===== src/hw/rtl/i2c_register_transfer_sequencer_unit_defines.svh =====
// Assertion macros shared by the register transfer sequencer RTL.
`ifndef I2C_REGISTER_TRANSFER_SEQUENCER_UNIT_DEFINES_SVH
`define I2C_REGISTER_TRANSFER_SEQUENCER_UNIT_DEFINES_SVH

// Same-cycle implication, sampled on clk, off during reset.
`define IRTS_ASSERT_NOW(label, ante, cons, msg) \
  label: assert property (@(posedge clk) disable iff (rst) (ante) |-> (cons)) else $error(msg);

// Next-cycle implication, sampled on clk, off during reset.
`define IRTS_ASSERT_NEXT(label, ante, cons, msg) \
  label: assert property (@(posedge clk) disable iff (rst) (ante) |=> (cons)) else $error(msg);

`endif


===== src/hw/rtl/irts_pkg.sv =====
// Shared types and constants for the register transfer sequencer.
`default_nettype none
package irts_pkg;

  localparam int BUFFER_DEPTH = 256;
  localparam int BUF_AW = (BUFFER_DEPTH > 1) ? $clog2(BUFFER_DEPTH) : 1;

  localparam logic [1:0] ACT_REQUEST = 2'd0;
  localparam logic [1:0] ACT_LOAD    = 2'd1;
  localparam logic [1:0] ACT_DONE    = 2'd2;
  localparam logic [1:0] ACT_TICK    = 2'd3;

  localparam logic [2:0] KIND_WRITE16 = 3'd0;
  localparam logic [2:0] KIND_READ16  = 3'd1;
  localparam logic [2:0] KIND_WRITE8  = 3'd2;
  localparam logic [2:0] KIND_READ8   = 3'd3;
  localparam logic [2:0] KIND_BLOCK16 = 3'd4;

  localparam logic [2:0] CMD_NONE      = 3'd0;
  localparam logic [2:0] CMD_START     = 3'd1;
  localparam logic [2:0] CMD_STOP      = 3'd2;
  localparam logic [2:0] CMD_WRITE     = 3'd3;
  localparam logic [2:0] CMD_READ_ACK  = 3'd4;
  localparam logic [2:0] CMD_READ_NACK = 3'd5;

  localparam logic [1:0] REG_TIMEOUT     = 2'd0;
  localparam logic [1:0] REG_RETRY       = 2'd1;
  localparam logic [1:0] REG_RETRY_SHORT = 2'd2;
  localparam logic [1:0] REG_BLOCK_CMD   = 2'd3;

  localparam logic [15:0] TIMEOUT_RESET     = 16'd10000;
  localparam logic [7:0]  RETRY_RESET       = 8'd4;
  localparam logic [7:0]  RETRY_SHORT_RESET = 8'd20;
  localparam logic [7:0]  BLOCK_CMD_RESET   = 8'h01;

  typedef struct packed {
    logic [1:0]  action;
    logic [2:0]  transfer_kind;
    logic [6:0]  slave_address;
    logic [15:0] register_address;
    logic [7:0]  byte_count;
    logic [7:0]  load_index;
    logic [7:0]  load_byte;
    logic        ack_seen;
    logic [7:0]  bus_read_byte;
  } item_t;

  typedef struct packed {
    logic [2:0] command;
    logic [7:0] command_byte;
    logic       read_valid;
    logic [7:0] read_value;
    logic [7:0] read_position;
    logic       finished;
    logic       succeeded;
  } result_t;

endpackage
`default_nettype wire


===== src/hw/rtl/irts_wbuf.sv =====
// Write data buffer: one write port, one registered read port.
`default_nettype none
module irts_wbuf
  import irts_pkg::*;
(
  input  wire logic              clk,
  input  wire logic              wr_en,
  input  wire logic [BUF_AW-1:0] wr_addr,
  input  wire logic [7:0]        wr_data,
  input  wire logic [BUF_AW-1:0] rd_addr,
  output logic [7:0]             rd_data
);

  logic [7:0] mem [BUFFER_DEPTH];

  always_ff @(posedge clk) begin
    if (wr_en) begin
      mem[wr_addr] <= wr_data;
    end
  end

  always_ff @(posedge clk) begin
    rd_data <= mem[rd_addr];
  end

endmodule
`default_nettype wire


===== src/hw/rtl/i2c_register_transfer_sequencer_unit.sv =====
// Top level of the I2C register transfer sequencer.
// Use: drive item (request, load write byte, byte engine done, tick) with
// item_valid; an item is taken at a clock edge with item_valid high and
// item_stall low. Each item is handled in the cycle it is taken and its
// result, if any, appears in the result register on the next cycle; one
// item is taken per cycle while item_stall is low. Loads, ticks and ignored
// requests or dones give no result. The result register holds its transfer
// while result_stall is high; item_stall then rises only while a result is
// waiting and stalled, so the next item is taken as soon as the result is
// taken in the same cycle. Data bytes for writes come from a 256-entry
// buffer read through a registered port addressed by the next byte position.
// Configuration goes through the APB port (timeout, retry limits, block read
// command at 0x0, 0x4, 0x8, 0xC); the user writes it only while the block is
// idle (not enforced). Reset (rst, synchronous) returns the sequencer to idle,
// empties the result register, restores register defaults, keeps the buffer.
`default_nettype none
`include "i2c_register_transfer_sequencer_unit_defines.svh"
module i2c_register_transfer_sequencer_unit
  import irts_pkg::*;
(
  input  wire logic        clk,
  input  wire logic        rst,
  input  wire logic        item_valid,
  output logic             item_stall,
  input  wire item_t       item,
  output logic             result_valid,
  input  wire logic        result_stall,
  output result_t          result,
  input  wire logic        psel,
  input  wire logic        penable,
  input  wire logic        pwrite,
  input  wire logic [3:0]  paddr,
  input  wire logic [31:0] pwdata,
  output logic [31:0]      prdata,
  output logic             pready
);

  typedef enum logic [3:0] {
    P_IDLE, P_START, P_ADDR_W, P_CMD, P_REG_HI, P_REG_LO,
    P_DATA, P_RESTART, P_ADDR_R, P_READ, P_STOP
  } phase_t;

  logic [15:0] timeout_ticks;
  logic [7:0]  retry_limit;
  logic [7:0]  retry_limit_short_read;
  logic [7:0]  block_read_command;

  phase_t      phase, phase_next;
  logic [2:0]  current_kind, current_kind_next;
  logic [6:0]  target_address, target_address_next;
  logic [15:0] target_register, target_register_next;
  logic [7:0]  transfer_length, transfer_length_next;
  logic [7:0]  byte_position, byte_position_next;
  logic [7:0]  attempts_left, attempts_left_next;
  logic [15:0] elapsed_ticks, elapsed_ticks_next;
  logic        attempt_failed, attempt_failed_next;

  result_t     res, res_next;
  logic        res_from_buf, res_from_buf_next;
  logic        res_next_valid;
  logic        accept;
  logic        cfg_write;
  logic        buf_wr_en;
  logic [7:0]  buf_q;
  logic [BUF_AW-1:0] buf_rd_addr;

  assign accept    = item_valid && !item_stall;
  assign item_stall = result_valid && result_stall;
  assign cfg_write = psel && penable && pwrite && pready;
  assign pready    = 1'b1;

  always_comb begin
    prdata = '0;
    unique case (paddr[3:2])
      REG_TIMEOUT:     prdata = {16'd0, timeout_ticks};
      REG_RETRY:       prdata = {24'd0, retry_limit};
      REG_RETRY_SHORT: prdata = {24'd0, retry_limit_short_read};
      REG_BLOCK_CMD:   prdata = {24'd0, block_read_command};
      default:         prdata = '0;
    endcase
  end

  function automatic logic [7:0] phase_byte(phase_t p, logic [6:0] adr, logic [15:0] rg,
                                            logic [7:0] bc);
    logic [7:0] b;
    b = 8'd0;
    case (p)
      P_ADDR_W: b = {adr, 1'b0};
      P_CMD:    b = bc;
      P_REG_HI: b = rg[15:8];
      P_REG_LO: b = rg[7:0];
      P_ADDR_R: b = {adr, 1'b1};
      default:  b = 8'd0;
    endcase
    return b;
  endfunction

  always_comb begin
    logic        do_try;
    logic        do_read;
    phase_t      tp;
    logic [15:0] te;
    logic [7:0]  pos_inc;
    logic        is_write;

    phase_next           = phase;
    current_kind_next    = current_kind;
    target_address_next  = target_address;
    target_register_next = target_register;
    transfer_length_next = transfer_length;
    byte_position_next   = byte_position;
    attempts_left_next   = attempts_left;
    elapsed_ticks_next   = elapsed_ticks;
    attempt_failed_next  = attempt_failed;
    res_next             = '0;
    res_next_valid       = 1'b0;
    res_from_buf_next    = 1'b0;
    do_try               = 1'b0;
    do_read              = 1'b0;
    tp                   = phase;
    te                   = elapsed_ticks;
    pos_inc              = byte_position + 8'd1;
    is_write = (current_kind == KIND_WRITE16) || (current_kind == KIND_WRITE8);

    case (item.action)
      ACT_REQUEST: begin
        if (phase == P_IDLE && item.transfer_kind <= KIND_BLOCK16) begin
          current_kind_next    = item.transfer_kind;
          target_address_next  = item.slave_address;
          target_register_next = item.register_address;
          transfer_length_next = item.byte_count;
          if (item.transfer_kind != KIND_WRITE16 && item.transfer_kind != KIND_WRITE8
              && item.byte_count == 8'd0) begin
            transfer_length_next = 8'd1;
          end
          attempts_left_next = (item.transfer_kind == KIND_READ8) ?
                               retry_limit_short_read : retry_limit;
          phase_next          = P_START;
          attempt_failed_next = 1'b0;
          byte_position_next  = 8'd0;
          elapsed_ticks_next  = 16'd0;
          res_next.command    = CMD_START;
          res_next_valid      = 1'b1;
        end
      end
      ACT_LOAD: begin
      end
      ACT_TICK: begin
        if (elapsed_ticks != 16'hFFFF) begin
          elapsed_ticks_next = elapsed_ticks + 16'd1;
        end
      end
      default: begin
        res_next_valid = 1'b1;
        case (phase)
          P_IDLE: res_next_valid = 1'b0;
          P_START: begin
            do_try = 1'b1; tp = P_ADDR_W; te = 16'd0;
          end
          P_RESTART: begin
            do_try = 1'b1; tp = P_ADDR_R; te = 16'd0;
          end
          P_READ: begin
            res_next.read_valid    = 1'b1;
            res_next.read_value    = item.bus_read_byte;
            res_next.read_position = byte_position;
            byte_position_next     = pos_inc;
            if (pos_inc < transfer_length) begin
              do_read = 1'b1;
            end else begin
              phase_next          = P_STOP;
              attempt_failed_next = 1'b0;
              res_next.command    = CMD_STOP;
            end
          end
          P_STOP: begin
            if (attempt_failed && attempts_left != 8'd0) begin
              attempts_left_next  = attempts_left - 8'd1;
              phase_next          = P_START;
              attempt_failed_next = 1'b0;
              byte_position_next  = 8'd0;
              elapsed_ticks_next  = 16'd0;
              res_next.command    = CMD_START;
            end else begin
              res_next.finished   = 1'b1;
              res_next.succeeded  = !attempt_failed;
              phase_next          = P_IDLE;
              attempt_failed_next = 1'b0;
            end
          end
          P_ADDR_W, P_CMD, P_REG_HI, P_REG_LO, P_DATA, P_ADDR_R: begin
            if (!item.ack_seen) begin
              do_try = 1'b1;
            end else begin
              te = 16'd0;
              case (phase)
                P_ADDR_W: begin
                  do_try = 1'b1;
                  if (current_kind == KIND_BLOCK16) begin
                    tp = P_CMD;
                  end else if (current_kind == KIND_WRITE8 || current_kind == KIND_READ8) begin
                    tp = P_REG_LO;
                  end else begin
                    tp = P_REG_HI;
                  end
                end
                P_CMD: begin
                  do_try = 1'b1; tp = P_REG_HI;
                end
                P_REG_HI: begin
                  do_try = 1'b1; tp = P_REG_LO;
                end
                P_REG_LO: begin
                  if (is_write) begin
                    byte_position_next = 8'd0;
                    if (transfer_length != 8'd0) begin
                      do_try = 1'b1; tp = P_DATA;
                    end else begin
                      phase_next          = P_STOP;
                      attempt_failed_next = 1'b0;
                      res_next.command    = CMD_STOP;
                    end
                  end else begin
                    phase_next       = P_RESTART;
                    res_next.command = CMD_START;
                  end
                end
                P_DATA: begin
                  byte_position_next = pos_inc;
                  if (pos_inc < transfer_length) begin
                    do_try = 1'b1; tp = P_DATA;
                  end else begin
                    phase_next          = P_STOP;
                    attempt_failed_next = 1'b0;
                    res_next.command    = CMD_STOP;
                  end
                end
                default: begin
                  byte_position_next = 8'd0;
                  do_read            = 1'b1;
                end
              endcase
            end
          end
          default: res_next_valid = 1'b0;
        endcase
      end
    endcase

    if (do_try) begin
      elapsed_ticks_next = te;
      if (te >= timeout_ticks) begin
        phase_next          = P_STOP;
        attempt_failed_next = 1'b1;
        res_next.command    = CMD_STOP;
      end else begin
        phase_next            = tp;
        res_next.command      = CMD_WRITE;
        res_next.command_byte = phase_byte(tp, target_address, target_register,
                                           block_read_command);
        res_from_buf_next     = (tp == P_DATA) &&
                                ({1'b0, byte_position_next} < 9'(BUFFER_DEPTH));
      end
    end

    if (do_read) begin
      phase_next = P_READ;
      res_next.command = (({1'b0, byte_position_next} + 9'd1) >= {1'b0, transfer_length}) ?
                         CMD_READ_NACK : CMD_READ_ACK;
    end
  end

  assign buf_wr_en = accept && item.action == ACT_LOAD &&
                     ({1'b0, item.load_index} < 9'(BUFFER_DEPTH));
  assign buf_rd_addr = accept ? byte_position_next[BUF_AW-1:0] : byte_position[BUF_AW-1:0];

  irts_wbuf u_wbuf (
    .clk     (clk),
    .wr_en   (buf_wr_en),
    .wr_addr (item.load_index[BUF_AW-1:0]),
    .wr_data (item.load_byte),
    .rd_addr (buf_rd_addr),
    .rd_data (buf_q)
  );

  always_ff @(posedge clk) begin
    if (rst) begin
      timeout_ticks          <= TIMEOUT_RESET;
      retry_limit            <= RETRY_RESET;
      retry_limit_short_read <= RETRY_SHORT_RESET;
      block_read_command     <= BLOCK_CMD_RESET;
    end else if (cfg_write) begin
      unique case (paddr[3:2])
        REG_TIMEOUT:     timeout_ticks          <= pwdata[15:0];
        REG_RETRY:       retry_limit            <= pwdata[7:0];
        REG_RETRY_SHORT: retry_limit_short_read <= pwdata[7:0];
        REG_BLOCK_CMD:   block_read_command     <= pwdata[7:0];
        default: ;
      endcase
    end
  end

  always_ff @(posedge clk) begin
    if (rst) begin
      phase           <= P_IDLE;
      current_kind    <= '0;
      target_address  <= '0;
      target_register <= '0;
      transfer_length <= '0;
      byte_position   <= '0;
      attempts_left   <= '0;
      elapsed_ticks   <= '0;
      attempt_failed  <= 1'b0;
      result_valid    <= 1'b0;
    end else begin
      if (accept) begin
        phase           <= phase_next;
        current_kind    <= current_kind_next;
        target_address  <= target_address_next;
        target_register <= target_register_next;
        transfer_length <= transfer_length_next;
        byte_position   <= byte_position_next;
        attempts_left   <= attempts_left_next;
        elapsed_ticks   <= elapsed_ticks_next;
        attempt_failed  <= attempt_failed_next;
        result_valid    <= res_next_valid;
      end else if (!result_stall) begin
        result_valid <= 1'b0;
      end
    end
  end

  always_ff @(posedge clk) begin
    if (accept && res_next_valid) begin
      res          <= res_next;
      res_from_buf <= res_from_buf_next;
    end
  end

  always_comb begin
    result = res;
    if (res_from_buf) begin
      result.command_byte = buf_q;
    end
  end

  `IRTS_ASSERT_NOW(a_finish_no_cmd, result_valid && result.finished, result.command == CMD_NONE, "finished result carries a bus command")
  `IRTS_ASSERT_NOW(a_read_cmd, result_valid && result.read_valid, result.command == CMD_READ_ACK || result.command == CMD_READ_NACK || result.command == CMD_STOP, "read data with wrong follow-up command")
  `IRTS_ASSERT_NEXT(a_tick_silent, accept && item.action == ACT_TICK, !result_valid, "tick produced a result")
  `IRTS_ASSERT_NEXT(a_idle_done_silent, accept && item.action == ACT_DONE && phase == P_IDLE, !result_valid && phase == P_IDLE, "done while idle changed state")

endmodule
`default_nettype wire


===== config.mk =====
export PLATFORM = sky130hd
export DESIGN_NAME = i2c_register_transfer_sequencer_unit
export DESIGN_NICKNAME = d
export VERILOG_FILES = /design/src/hw/rtl/irts_pkg.sv /design/src/hw/rtl/irts_wbuf.sv /design/src/hw/rtl/i2c_register_transfer_sequencer_unit.sv
export VERILOG_INCLUDE_DIRS = /design/src /design/src/hw/rtl
export SDC_FILE = /design/constraint.sdc
export NUM_CORES = 2
export LEC_CHECK = 0
export ABC_AREA = 1
export BUFFER_PORTS_ARGS = -buffer_cell sky130_fd_sc_hd__buf_2
export CAP_MARGIN = 10
export CORE_ASPECT_RATIO = 0.8
export CORE_MARGIN = 4
export CORE_UTILIZATION = 62
export CTS_CLUSTER_SIZE = 30
export DETAILED_ROUTE_END_ITERATION = 7
export PLACE_DENSITY = 0.76
export SETUP_SLACK_MARGIN = 0.02
export SLEW_MARGIN = 15
export SYNTH_ARGS = -nofsm -noshare
export SYNTH_HDL_FRONTEND = slang
export SYNTH_SLANG_ARGS = --single-unit

===== constraint.sdc =====
create_clock -name clk -period 4.09 [get_ports clk]
set_input_delay 0.409 -clock clk [delete_from_list [all_inputs] [get_ports clk]]
set_output_delay 0.409 -clock clk [all_outputs]
set_load 0.01 [all_outputs]

## Word level (Yosys, flattened, before mapping)

Memory sizes are Yosys's and may differ from the RTL's. A register that Yosys moved wholly into a read port is not among the register bits.
Cells that the tools add are included.

| cells by class | value |
|---|---|
| add/sub/neg operators | 4 |
| order comparisons | 4 |
| equality and inequality tests | 37 |
| multiplexer cells | 91 |
| bitwise gates (word level) | 4 |
| reduce and logical (&&, ||, !) cells | 46 |

Operators with widths:

| cell | count |
|---|---|
| $pmux W32 S4 | 1 |
| $mux W16 | 7 |
| $mux W8 | 12 |
| $mux W4 | 13 |
| $pmux W16 S3 | 1 |
| $pmux W8 S3 | 2 |
| $pmux W8 S5 | 1 |
| $pmux W16 S2 | 1 |
| $pmux W8 S2 | 2 |
| $eq A4 B3 Y1 const B | 7 |
| $mux W1 | 27 |
| $pmux W4 S3 | 2 |
| $pmux W4 S5 | 1 |
| $mux W17 | 1 |
| $add A16 B1 Y16 const B | 1 |
| $eq A4 B2 Y1 const B | 4 |
| $eq A4 B4 Y1 const B | 4 |
| $ge A16 B16 Y1 | 1 |
| $ne A16 B16 Y1 const B | 1 |
| $pmux W4 S2 | 2 |
| $reduce_bool A8 Y1 | 2 |
| $mux W3 | 4 |
| $pmux W3 S2 | 2 |
| $mux W11 | 1 |
| other kinds (47) | 86 |

| word-level totals | value |
|---|---|
| register bits after elaboration | 143 |
| bits in writable memories | 2048 |
| bits of input ports | 104 |
| logic and storage cells | 209 |
| memories | 1 |

Memory list:

| name | words | width | read ports | clocked after memory_dff | wr ports | RTL line | text |
|---|---|---|---|---|---|---|---|
| u_wbuf.mem | 256 | 8 | 1 | 1 | 1 | irts_wbuf.sv:14 | `logic [7:0] mem [BUFFER_DEPTH];` |

## Logic depth before layout (Yosys ltp)

| depth | value |
|---|---|
| word-level depth | 13 |
| gate-level depth with buffers | 28 |
| mapped depth without buffers | 27 |

## By module

From an unflattened synthesis, not the netlist that was laid out.

| unflattened totals | value |
|---|---|
| cells, all modules | 8304 |
| area, all modules | 92462.4 um^2 |

By module, submodules not included:

| module | times used | cells an instance | area each (um^2) | seq. area each (um^2) |
|---|---|---|---|---|
| irts_wbuf | 1 | 7003 | 83396.2 | 61659.1 |
| i2c_register_transfer_sequencer_unit | 1 | 1301 | 9066.2 | 3173.0 |

## Least setup slack after synthesis

OpenSTA, ideal clock, no wires.

| timing | value |
|---|---|
| path kind | input port to flip-flop |
| from | input port item[59] in the netlist's numbering |
| to | register res[19] in the netlist's numbering (enable) |
| data arrival time | 2.974 ns |
| required time | 3.659 ns |
| setup slack | 0.684 ns |
| stages | 6 |
| path buffers | 2 |
| cells stage by stage | inv_1 -> ha_1 -> clkbuf_1 -> clkbuf_1 -> nand3_1 -> a21oi_1 |

| on the way | value |
|---|---|
| cells in the longest elaborated chain, start to end | 4 |
| elaborated cells between the ends (all ways) | 6 |

Ends and longest elaborated chain:

| item | RTL line | text |
|---|---|---|
| start: declaration | i2c_register_transfer_sequencer_unit.sv:25 | `input wire item_t item,` |
| $eq A2 B1 Y1 / $eq A2 B2 Y1 (equally long branches) | i2c_register_transfer_sequencer_unit.sv:125 | `case (item.action)` |
| $reduce_or A2 Y1 (no source line) | - |  |
| $pmux W1 S2 (*) | i2c_register_transfer_sequencer_unit.sv:125 |  |
| $logic_and A1 B1 Y1 (*) | i2c_register_transfer_sequencer_unit.sv:334 | `if (accept && res_next_valid) begin` |
| end signal: assignment | i2c_register_transfer_sequencer_unit.sv:335 | `res <= res_next;` |
| end: declaration | i2c_register_transfer_sequencer_unit.sv:58 | `result_t res, res_next;` |

Mark *: on every way between the ends. The rest lies on a longest branch, timed or not.
A chain may end at the register's enable or synchronous reset.

## Worst setup path in the final report

| timing | value |
|---|---|
| from | register phase[2] |
| to | register u_wbuf.rd_data[7], read port of u_wbuf.mem |

| on the way | value |
|---|---|
| cells in the longest elaborated chain, start to end | 7 |
| elaborated cells between the ends (all ways) | 18 |

Ends and longest elaborated chain:

| item | RTL line | text |
|---|---|---|
| start: declaration | i2c_register_transfer_sequencer_unit.sv:48 | `phase_t phase, phase_next;` |
| start signal: assignment | i2c_register_transfer_sequencer_unit.sv:317 | `phase <= phase_next;` |
| $eq A4 B2 Y1 / $eq A4 B3 Y1 (equally long branches) | i2c_register_transfer_sequencer_unit.sv:155, i2c_register_transfer_sequencer_unit.sv:196 |  |
| $reduce_or A3 Y1 (no source line) | - |  |
| $pmux W8 S3 | i2c_register_transfer_sequencer_unit.sv:196 | `case (phase)` |
| $mux W8 | i2c_register_transfer_sequencer_unit.sv:192 | `if (!item.ack_seen) begin` |
| $pmux W8 S3 | i2c_register_transfer_sequencer_unit.sv:155 | `case (phase)` |
| $pmux W8 S2 (*) | i2c_register_transfer_sequencer_unit.sv:125 |  |
| $mux W8 (*) | - |  |
| end: declaration | irts_wbuf.sv:11 | `output logic [7:0] rd_data` |

Marks and branches as above.

==> flow_summary.yaml <==
run_status:
  result_of_the_run: "finished, violations left"
  failed_checks: "design-rule violations"
routing:
  drt_pre_antenna_iters: 8
  vias: 70400
  initial_drt_markers: 11300
  drt-vias-per-instance: 6.12
  detail_route.drc_violations: 2
  detail_route.wirelength_mm: 271
  avgRoutedWirePerCell_um: 23.6
  routed_antenna_nets: 0
global_routing:
  grt_antenna_before_repair: 11
  overall_fraction_of_global_route_tracks_in_use_pct: 32.5
  grt_max_degree: 136
  vias_in_the_first_global_route: 66500
  grt_remaining_overflow: 0
  first_pass_grt_wire_length_mm: 405
clock_tree:
  cts-htree-levels: 4
  clk_latency_ps: 840
  root_buffer: "sky130_fd_sc_hd__clkbuf_16"
  clk_pin_slew_ps: 60
  clock_sinks: 2199
  numCtsBuffers: 200
  cts_buffer_depth: 3
  tritoncts: "built"
layout:
  layout-area-overhead-vs-synth_pct: 11.6
  layout_commonest_cell: "sky130_fd_sc_hd__nand2_1"
  stdcell_count: 11500
  most-common-layout-cells: "2315 x sky130_fd_sc_hd__nand2_1, 2079 x sky130_fd_sc_hd__edfxtp_1, 1653 x sky130_fd_sc_hd__nand3_1"
  count_of_filler_cells_inserted_in_the_layout: 10800
  final_net_count: 9378
  final_layout_size_suffix_gt1_share_pct: 9.00
sta:
  fin_worst_hold_slack_ps: 74.2
  fmax_mhz: 252
  setup_tns_ps: 0
  rsz0062_at_grt: "no"
  max_slew_margin_vs_limit_pct: 26.1
  fin_skew_ps: 30.0
  final_hold_viol_count: 0
  timing_worst_slew_pin_value_ps: 1110
  final-setup-viol-count: 0
  finalCriticalPeriod_ps: 3970
  timing_max_transition_violations_final: 0
  fin_crit_sh_pct: 97.1
worst_setup_path:
  arrival_ps: 4700
  timing.critical_path.required_ps: 4820
  category_of_the_worst_setup_path_launch_point: "flip-flop"
  setup.worst_path.class: "flip-flop to flip-flop"
  worst_setup_ep_type: "flip-flop"
  crit_fanout: 26
synthesis:
  synth-async-reset-ratio_pct: 0
  synth-seq-area-share_pct: 66.7
  synth.yosys.warnings: 0
  synth_edf_count: 2079
  post_synth_num_cell_types: 51
  synth.ff_latch_count: 2199
  postSynthAreaPerCell_um2: 10.7
  syn_area_um2: 97200
  cell_count_after_synthesis: 9105
  synth_flop_cell: "sky130_fd_sc_hd__edfxtp_1"
floorplanning:
  chipHeight_um: 362
  row_count: 129
  core_area_um2: 155000
  initial_core_util_pct: 62.6
  die_x_um: 451
  io_pins: 169
  dieArea_um2: 163000
pwr:
  cellPowerDensity_nw_per_um2: 449
  p_leak_nw: 40.9
  vdd_ir_drop_max_uv: 556
placement:
  place.port_buffers: 133
  gp_routability_congestion: 0.945
  detailed_place_hpwl_mm: 159
  dpl.cell_count: 11100
job:
  cap_viol_max_count: 0
worst_hold_path:
  worst_min_delay_path_class: "input pin to flip-flop"
==> cell type report <==
cell class	count	area, um^2	share of cell area [%]
antenna	6	15.0	0.0138
clock buffer	267	5560	5.13
clock inverter	101	847	0.781
inverter	828	3120	2.88
multi-input combinational	5473	26300	24.3
sequential	2199	64800	59.8
tap	2096	2620	2.42
timing repair buffer	532	5160	4.75
==> kinds of logic (layout without fill, tap and decap cells) <==
kind of cell	count (synthesis)	after routing	synth area share [%]
AO/OA/AOI/OAI	456	456	2.86
flip-flops	2199	2199	66.7
AND/OR/NAND/NOR	4941	4941	23.3
adder cells (fa/ha/maj)	40	40	0.515
multiplexers	8	8	0.0927
other	2	23	0.00773
XOR/XNOR	11	11	0.0992
buffers and inverters	1448	1728	6.43
==> power by group <==
part / internal, W / switching, W
clock: 0.0103 / 0.00822
sequential: 0.0247 / 0.000100
combinational: 0.00158 / 0.00385
total: 0.0366 / 0.0122
==> layer usage <==
metal | routed length [um] | vias up | GRT usage (%)
li1 | - | 31500 | -
met1 | 103000 | 33500 | 46.0
met2 | 122000 | 4676 | 49.2
met3 | 34300 | 710 | 7.35
met4 | 12300 | 0 | 14.0
met5 | 0 | - | 0
==> metrics by stage <==
step | util (%) | power [W] | worst slack [ps] | cell area, um^2
finish | 69.9 | 0.0487 | 117 | 108000
global route | 69.9 | 0.0501 | 8.54 | 108000
CTS | 69.8 | 0.0486 | 15.8 | 108000
detailed placement | 65.3 | 0.0304 | 37.0 | 101000
global placement | 65.3 | 0.0303 | 42.7 | 101000
floorplan | - | 0.0283 | 684 | 97200
==> timing repair <==
action                     CTS  global route
pin swaps                    0             1
resized for setup            1            17
setup endpoints to repair    1             9
setup buffers                0             4
hold buffers                59             0
gates cloned                 0             4
hold endpoints to repair    83             0
==> critical path, cell delays in order (launching register included) <==
cell and delay, ps:
sky130_fd_sc_hd__dfxtp_2 450, sky130_fd_sc_hd__inv_2 80, sky130_fd_sc_hd__nor2_4 160, sky130_fd_sc_hd__nand2_4 100, sky130_fd_sc_hd__nand2_2 110, sky130_fd_sc_hd__nor2_8 60
sky130_fd_sc_hd__buf_4 170, sky130_fd_sc_hd__inv_2 110, sky130_fd_sc_hd__nand3_1 100, sky130_fd_sc_hd__nand3_1 150, sky130_fd_sc_hd__nand3_4 160, sky130_fd_sc_hd__nand2_8 190
sky130_fd_sc_hd__buf_12 150, sky130_fd_sc_hd__buf_16 240, sky130_fd_sc_hd__buf_12 210, sky130_fd_sc_hd__nand2_1 70, sky130_fd_sc_hd__nand3_1 70, sky130_fd_sc_hd__nand3_1 160
sky130_fd_sc_hd__nand3_1 160, sky130_fd_sc_hd__nand3_1 220, sky130_fd_sc_hd__nand3_1 250, sky130_fd_sc_hd__nand3_2 210, sky130_fd_sc_hd__nand3_1 190, sky130_fd_sc_hd__nand2_1 60
==> registers in the layout, summed over array words and instances (netlist names), 16 cells and up <==
signal / flops
timeout_ticks: 16
target_register: 16
elapsed_ticks: 16
u_wbuf.mem: 2048
result: 22
==> worst paths after layout <==
path	startpoint	to	slack [ps]	cells after the start
max	phase[2]	u_wbuf.rd_data[7]	120	23
max reg2reg	phase[2]	u_wbuf.rd_data[7]	120	23
min	item[10]	u_wbuf.mem[250][1]	70	1
min reg2reg	target_address[5]	target_address[5]	450	2
==> synth_stat cells, types with 2 or more instances <==
| cell type | instances | area share, % |
|---|---|---|
| sky130_fd_sc_hd__nand2_1 | 2331 | 9.0 |
| sky130_fd_sc_hd__edfxtp_1 | 2079 | 64 |
| sky130_fd_sc_hd__nand3_1 | 1661 | 8.6 |
| sky130_fd_sc_hd__inv_1 | 808 | 3.1 |
| sky130_fd_sc_hd__nand3b_1 | 476 | 3.7 |
| sky130_fd_sc_hd__nor2_1 | 401 | 1.5 |
| sky130_fd_sc_hd__buf_2 | 338 | 1.7 |
| sky130_fd_sc_hd__clkbuf_1 | 170 | 0.66 |
| sky130_fd_sc_hd__o21ai_0 | 146 | 0.75 |
| sky130_fd_sc_hd__dfxtp_1 | 120 | 2.5 |
| sky130_fd_sc_hd__o211ai_1 | 120 | 0.93 |
| sky130_fd_sc_hd__a21oi_1 | 106 | 0.55 |
| sky130_fd_sc_hd__buf_4 | 95 | 0.73 |
| sky130_fd_sc_hd__ha_1 | 40 | 0.52 |
| sky130_fd_sc_hd__nand4_1 | 26 | 0.17 |
| sky130_fd_sc_hd__nor3_1 | 21 | 0.11 |
| sky130_fd_sc_hd__inv_2 | 15 | 0.058 |
| sky130_fd_sc_hd__a211oi_1 | 14 | 0.11 |
| sky130_fd_sc_hd__a31oi_1 | 12 | 0.077 |
| sky130_fd_sc_hd__buf_1 | 12 | 0.046 |
| sky130_fd_sc_hd__o22ai_1 | 12 | 0.077 |
| sky130_fd_sc_hd__xor2_1 | 10 | 0.090 |
| sky130_fd_sc_hd__mux2_2 | 8 | 0.093 |
| sky130_fd_sc_hd__o21ai_1 | 8 | 0.041 |
| sky130_fd_sc_hd__nor2_2 | 6 | 0.039 |
| sky130_fd_sc_hd__nor4_1 | 6 | 0.039 |
| sky130_fd_sc_hd__o2111ai_1 | 6 | 0.054 |
| sky130_fd_sc_hd__a221oi_1 | 5 | 0.045 |
| sky130_fd_sc_hd__buf_6 | 5 | 0.058 |
| sky130_fd_sc_hd__clkinv_1 | 5 | 0.019 |
| sky130_fd_sc_hd__nand2_2 | 5 | 0.032 |
| sky130_fd_sc_hd__o21a_1 | 5 | 0.039 |
| sky130_fd_sc_hd__a22oi_1 | 4 | 0.031 |
| sky130_fd_sc_hd__a32oi_1 | 3 | 0.027 |
| sky130_fd_sc_hd__nand3_2 | 3 | 0.031 |
| sky130_fd_sc_hd__o21ai_2 | 3 | 0.027 |
| sky130_fd_sc_hd__a21boi_0 | 2 | 0.015 |
| sky130_fd_sc_hd__conb_1 | 2 | 0.0077 |
| sky130_fd_sc_hd__nor2_4 | 2 | 0.023 |
| sky130_fd_sc_hd__o21bai_1 | 2 | 0.015 |
| sky130_fd_sc_hd__o22ai_2 | 2 | 0.026 |
Power figures use the tool's default switching activity.
